==> src/hdl/teq_pkg.sv <==
package teq_pkg;

  localparam int QueueDepthDef = 32;
  localparam int ClientBitsDef = 8;
  localparam int UsecW         = 20;
  localparam logic [UsecW-1:0] UsecPerSec = 20'd1000000;

  typedef enum logic [1:0] {
    K_ADD           = 2'd0,
    K_CANCEL_MSG    = 2'd1,
    K_CANCEL_CLIENT = 2'd2,
    K_TICK          = 2'd3
  } kind_e;

  typedef enum logic [2:0] {
    ST_SCHEDULED = 3'd0,
    ST_DUPLICATE = 3'd1,
    ST_NULL      = 3'd2,
    ST_FULL      = 3'd3,
    ST_DONE      = 3'd4
  } status_e;

  // classification of a queued command
  typedef struct packed {
    kind_e kind;
    logic  null_client;
  } cls_t;

  // handshake between front and back
  typedef struct packed {
    logic valid;
    cls_t cls;
  } head_t;

endpackage

==> src/hdl/teq_fifo.sv <==
module teq_fifo #(
  parameter int W = 8
) (
  input  logic         clk_i,
  input  logic         rst_ni,
  input  logic         push_i,
  input  logic [W-1:0] data_i,
  input  logic         pop_i,
  output logic         full_o,
  output logic         empty_o,
  output logic [W-1:0] data_o
);

  logic [W-1:0] mem_q [2];
  logic         wp_q, wp_d, rp_q, rp_d;
  logic [1:0]   cnt_q, cnt_d;

  assign full_o  = (cnt_q == 2'd2);
  assign empty_o = (cnt_q == 2'd0);
  assign data_o  = mem_q[rp_q];

  always_comb begin
    wp_d  = push_i ? ~wp_q : wp_q;
    rp_d  = pop_i ? ~rp_q : rp_q;
    cnt_d = cnt_q + {1'b0, push_i} - {1'b0, pop_i};
  end

  always_ff @(posedge clk_i or negedge rst_ni) begin
    if (!rst_ni) begin
      wp_q  <= 1'b0;
      rp_q  <= 1'b0;
      cnt_q <= 2'd0;
    end else begin
      wp_q  <= wp_d;
      rp_q  <= rp_d;
      cnt_q <= cnt_d;
    end
  end

  always_ff @(posedge clk_i) begin
    if (push_i) begin
      mem_q[wp_q] <= data_i;
    end
  end

endmodule

==> src/hdl/teq_front.sv <==
module teq_front
  import teq_pkg::*;
#(
  parameter int CB = ClientBitsDef
) (
  input  logic          clk_i,
  input  logic          rst_ni,
  input  logic          start,
  output logic          busy,
  input  logic [1:0]    kind_i,
  input  logic [CB-1:0] client_id_i,
  input  logic [31:0]   message_i,
  input  logic [31:0]   time_value_i,
  input  logic          absolute_i,
  input  logic [31:0]   clock_now_i,
  input  logic          pop_i,
  output head_t         head_o,
  output logic [CB-1:0] client_o,
  output logic [31:0]   message_o,
  output logic [31:0]   due_o,
  output logic [31:0]   now_o
);

  localparam int W = $bits(cls_t) + CB + 96;

  logic         full, empty, push;
  logic [31:0]  due;
  cls_t         cls_in, cls_out;
  logic [W-1:0] wdata, rdata;

  assign due                = absolute_i ? time_value_i : time_value_i + clock_now_i;
  assign cls_in.kind        = kind_e'(kind_i);
  assign cls_in.null_client = (client_id_i == '0);
  assign push               = start && !full;
  assign busy               = full;
  assign wdata              = {cls_in, client_id_i, message_i, due, clock_now_i};

  teq_fifo #(.W(W)) u_fifo (
    .clk_i  (clk_i),
    .rst_ni (rst_ni),
    .push_i (push),
    .data_i (wdata),
    .pop_i  (pop_i),
    .full_o (full),
    .empty_o(empty),
    .data_o (rdata)
  );

  assign {cls_out, client_o, message_o, due_o, now_o} = rdata;
  assign head_o.valid = !empty;
  assign head_o.cls   = cls_out;

endmodule

==> config.mk <==
export PLATFORM = sky130hd
export DESIGN_NAME = teq_front
export DESIGN_NICKNAME = d
export VERILOG_FILES = /design/src/hdl/teq_pkg.sv /design/src/hdl/teq_fifo.sv /design/src/hdl/teq_front.sv
export SDC_FILE = /design/constraint.sdc
export NUM_CORES = 1
export LEC_CHECK = 0
export BUFFER_PORTS_ARGS = -buffer_cell sky130_fd_sc_hd__buf_2
export CORE_MARGIN = 8
export CORE_UTILIZATION = 59
export DETAILED_ROUTE_END_ITERATION = 8
export HOLD_SLACK_MARGIN = 0.08
export MAX_ROUTING_LAYER = met4
export PLACE_DENSITY_LB_ADDON = 0.05
export SETUP_SLACK_MARGIN = 0.02
export SYNTH_ARGS = -nofsm -noshare
export SYNTH_HDL_FRONTEND = slang
export SYNTH_HIERARCHICAL = 1
export SYNTH_SLANG_ARGS = --single-unit
==> constraint.sdc <==
create_clock -name clk_i -period 14.3 [get_ports clk_i]
set_input_delay 1.43 -clock clk_i [delete_from_list [all_inputs] [get_ports clk_i]]
set_output_delay 1.43 -clock clk_i [all_outputs]
set_load 0.01 [all_outputs]
== Yosys cells after proc, flatten, opt, wreduce, memory -nomap -nowiden ==
Memories as Yosys holds them, arrays and structs flattened.
Cells that the tools add are included.
Word-level totals
  memory bits (writable): 214
  bits in registers: 4
  input port bits: 111
  output and inout bits: 109
  ROM bits: 0
  word-level logic and storage cells: 18
  bits in latches: 0
  memories kept: 1
Memory list
  u_fifo.mem_q: depth 2, bits a word 107, read ports 1, clocked after memory_dff 0, write ports 1, RTL line teq_fifo.sv:14  | logic [W-1:0] mem_q [2];
Cells by class
  shift operators: 0
  bitwise operators: 2
  reductions and logical operators: 5
  divide/modulo/power cells: 0
  eq/ne operators: 1
  magnitude comparators: 0
  multiply operators: 0
  add/sub/neg operators: 3
  mux-type cells: 3
Operators with widths (count)
  $add 32x32->32: 1
  $mux 32: 1
  $logic_not 8->1: 1
  $add 2x1->2: 1
  $eq 2x2->1 const B: 1
  $logic_not 1->1: 2
  $logic_not 2->1: 1
  $mux 1: 2
  $not 1->1: 2
  $sub 2x1->2: 1
  $logic_and 1x1->1: 1

== Longest topological paths before layout ==
  depth after elaboration: 5
  mapped depth: 9
  mapped depth without buffers: 9

== Modules after synthesis ==
Netlist, hierarchy kept.
Modules (own cells, without submodules)
  teq_fifo: sequential area each 6526.3 um2, instances 1, area each 7987.7 um2, cells an instance 348
  teq_front: sequential area each 0.0 um2, instances 1, area each 2179.6 um2, cells an instance 321

== Worst setup path after synthesis ==
OpenSTA, ideal clock, no wires.
  path type: input to register
  start: in start
  end: mem u_fifo/mem_q[0][0] in the netlist's numbering, enable pin
  setup time: 0.587 ns
  path slack: 7.292 ns
  data arrival time: 6.421 ns
  stages: 2
  data required time: 13.713 ns
  path through: nor2b_1 -> nor2b_1
Between the ends
  word-level cells in the longest chain between the ends: 3
Ends and longest elaborated chain
  start: declaration: RTL line teq_front.sv:8  | input logic start,
  $logic_and 1x1->1: RTL line teq_front.sv:34  | assign push = start && !full;
  $mux 1: RTL line teq_fifo.sv:41  | if (push_i) begin
  $mux 1 (not written as such): RTL line teq_fifo.sv:42  | mem_q[wp_q] <= data_i;
  end: declaration: RTL line teq_fifo.sv:14
No other way between the ends.

== Worst setup path in the final report ==
  start: reg u_fifo.rp_q
  end: out due_o[10]
Between the ends
  word-level cells in the longest chain between the ends: 1
Ends and longest elaborated chain
  start: declaration: RTL line teq_fifo.sv:15  | logic wp_q, wp_d, rp_q, rp_d;
  start signal: assignment: RTL line teq_fifo.sv:35  | rp_q <= rp_d;
  $mem_v2 2x107
  end: declaration: RTL line teq_front.sv:20  | output logic [31:0] due_o,
No other way between the ends.

==> reports/metrics.csv <==
stage,metric,value,unit
run_status,status,"finished, final reports clean",
timing,Worst Tran Pin Value,1210,ps
clock_tree,CTS max path bufs,3,
place,post-placement cell area,11400,um2
synthesis,Post-Syn Area per Cell,15.2,um2
cells_and_area,fin nets,1031,
synthesis,top post-synthesis cells by area,"edfxtp_1 63%, mux2_2 10%, ha_1 4.1%",
pwr,Pwr per Cell Area,183,nW/um2
detailed_routing,routed length per instance,19.9,um
pwr,VDD IR-drop max,0.134,mV
timing,final setup vio count,0,
die,Die Y,147,um
cells_and_area,final design utilization,71.2,%
detailed_routing,total number of vias,6396,
synthesis,most numerous cell in the Yosys netlist,edfxtp_1,
detailed_routing,drt drc,0,
synthesis,"area leader, netlist",edfxtp_1,
setup_path,Worst Path Required,12870,ps
place,final RePlAce weighted congestion,0.909,
cells_and_area,synthesis-to-finish area growth,19.4,%
synthesis,Mapped Cells,669,
detailed_routing,drt pass-1 iters,5,
setup_path,critical-path maximum fanout,75,
timing,Max Freq,235,MHz
clock_tree,htree depth,1,
detailed_routing,via/cell ratio,5.67,
clock_tree,TritonCTS Sinks,218,
die,core area,17100,um2
flow_run,max cap viols,0,
cells_and_area,layout cell share with drive strength beyond 1,42.4,%
setup_path,WP data arrival,2820,ps
setup_path,CP Class,reg2out,
grt,global-route wire length before repair,35200,um
synthesis,async set-reset flop share out of synthesis,1.83,%
timing,RSZ-0062 raised after global routing,false,
grt,gr ovfl total,0,
clock_tree,worst skew pair latency,490,ps
clock_tree,Root Buffer,clkbuf_16,
pwr,Leakage,4.77,nW
clock_tree,Post-CTS Setup Inserts,0,
timing,Setup Skew,7.39,ps
die,Die Wd,147,um
cells_and_area,Final Instance Area,12100,um2
place,DP HPWL,15700,um
grt,initial antenna violation count,1,
synthesis,Syn Nets,814,
die,Site Rows,48,
synthesis,Yosys warning total,6,
timing,final hold violation count,0,
timing,setup tns final,0,ps
detailed_routing,drt total wl,22400,um
synthesis,number of flops mapped to enable cells by yosys,214,
detailed_routing,Iteration-0 DRC Markers,351,
clock_tree,CTS Buf Count,23,
cells_and_area,final cell count without fillers,1128,
synthesis,number of distinct library cells after synthesis,61,
clock_tree,Resize count post-CTS,0,
grt,vias in the first global route,6761,
min_path,Worst Hold Class,reg2reg,
timing,crit share post-route,29.7,%
synthesis,Seq cells post-synth,218,
place,DP Cell Count,1086,
clock_tree,CTS tree,built,
synthesis,"Primary FF master, synth",edfxtp_1,
die,Initial Utilization,59.6,%
timing,max_slew headroom,19.2,%
setup_path,Critical Path End Type,output pin,
die,IO Pins,220,
synthesis,synthesized cell area,10200,um2
die,DIE AREA,21700,um2
timing,max-slew violations,0,
detailed_routing,antenna-violating nets left,0,
grt,pin count of the biggest net entering global routing,86,
clock_tree,"CTS clk-pin slew, worst paths",60,ps
synthesis,Yosys top cell area share,63.2,%
grt,Tot GR Track Use,20.7,%
place,Port Buffer Count,219,
timing,Final min period,4250,ps
setup_path,CP startpoint kind,register,
synthesis,Post-synth top cells,"214 x edfxtp_1, 93 x mux2_2, 52 x nand2_1",
synthesis,sequential-to-total area share from yosys stat,64.2,%
clock_tree,# hold bufs at CTS,0,
==> state kept, by name (all words and copies together) (netlist names) <==
register      cells
u_fifo/rp_q       1
u_fifo/cnt_q      2
u_fifo/wp_q       1
u_fifo/mem_q    214
==> layout by cell type (no fill, tap or decap), drive strengths merged, types with 17 or more instances in the layout <==
master  Yosys  layout
xnor2      17      17
edfxtp    214     214
nand2      53      53
nor2       21      21
a21oi      26      26
clkbuf     13      27
o21ai      35      35
buf        17     222
ha         33      33
mux2      113     113
==> power breakdown <==
group	internal, mW	switching [mW]	total [mW]
Sequential	0.886	0.0557	0.942
Combinational	0.319	0.383	0.703
Clock	0.347	0.225	0.572
Total	1.55	0.665	2.22
==> path summary, 6_finish.rpt <==
path	slack, ps	from	endpoint	cells past startpoint
max in group asynchronous	13440	rst_ni	u_fifo/rp_q	1
min reg2reg	570	u_fifo/wp_q	u_fifo/wp_q	1
max	10050	u_fifo/rp_q	due_o[10]	3
min	570	u_fifo/wp_q	u_fifo/wp_q	1
max reg2reg	11120	u_fifo/cnt_q[1]	u_fifo/mem_q[0][51]	4
min in group asynchronous	730	rst_ni	u_fifo/cnt_q[1]	1
==> metrics by stage <==
stage | total power [mW] | setup WS (ps) | hold slack, ps
5_1_grt | 2.32 | 9900 | 595
4_1_cts | 2.25 | 9980 | 566
2_1_floorplan | 1.43 | 7290 | 455
6_report | 2.22 | 10050 | 566
3_5_place_dp | 1.67 | 10120 | 554
3_3_place_gp | 1.64 | 10200 | 534
==> critical path: stages (launching register included) <==
cell	delay, ps
dfrtp_4	780
buf_4	880
mux2_2	430
buf_2	140
==> final cells by class <==
cell class                 count  area, um2
fill                        1221       4910
timing repair buffer         222       1120
antenna                        1       2.50
inverter                      13       48.8
tap                          225        282
clock buffer                  27        591
multi-input combinational    408       3430
sequential                   218       6530
clock inverter                14        136
==> kinds of logic after synthesis <==
group                      synth area share (%)
DFF                                        64.2
and+or+nand+nor                            5.27
adders and majority gates                  4.26
buffers and inverters                      2.14
AOI/OAI and AO/OA                          8.13
muxes                                      13.5
xor gates and xnor gates                   2.56
==> metal layers <==
metal | track usage [%] | part of all wire [%] | vias up
met5 | - | 0 | -
met4 | 5.97 | 2.0 | 0
met3 | 4.28 | 7.4 | 35
met2 | 34.5 | 50 | 270
met1 | 25.2 | 41 | 3077
li1 | - | - | 3014
Note: power is estimated with default switching activity, not from simulation.
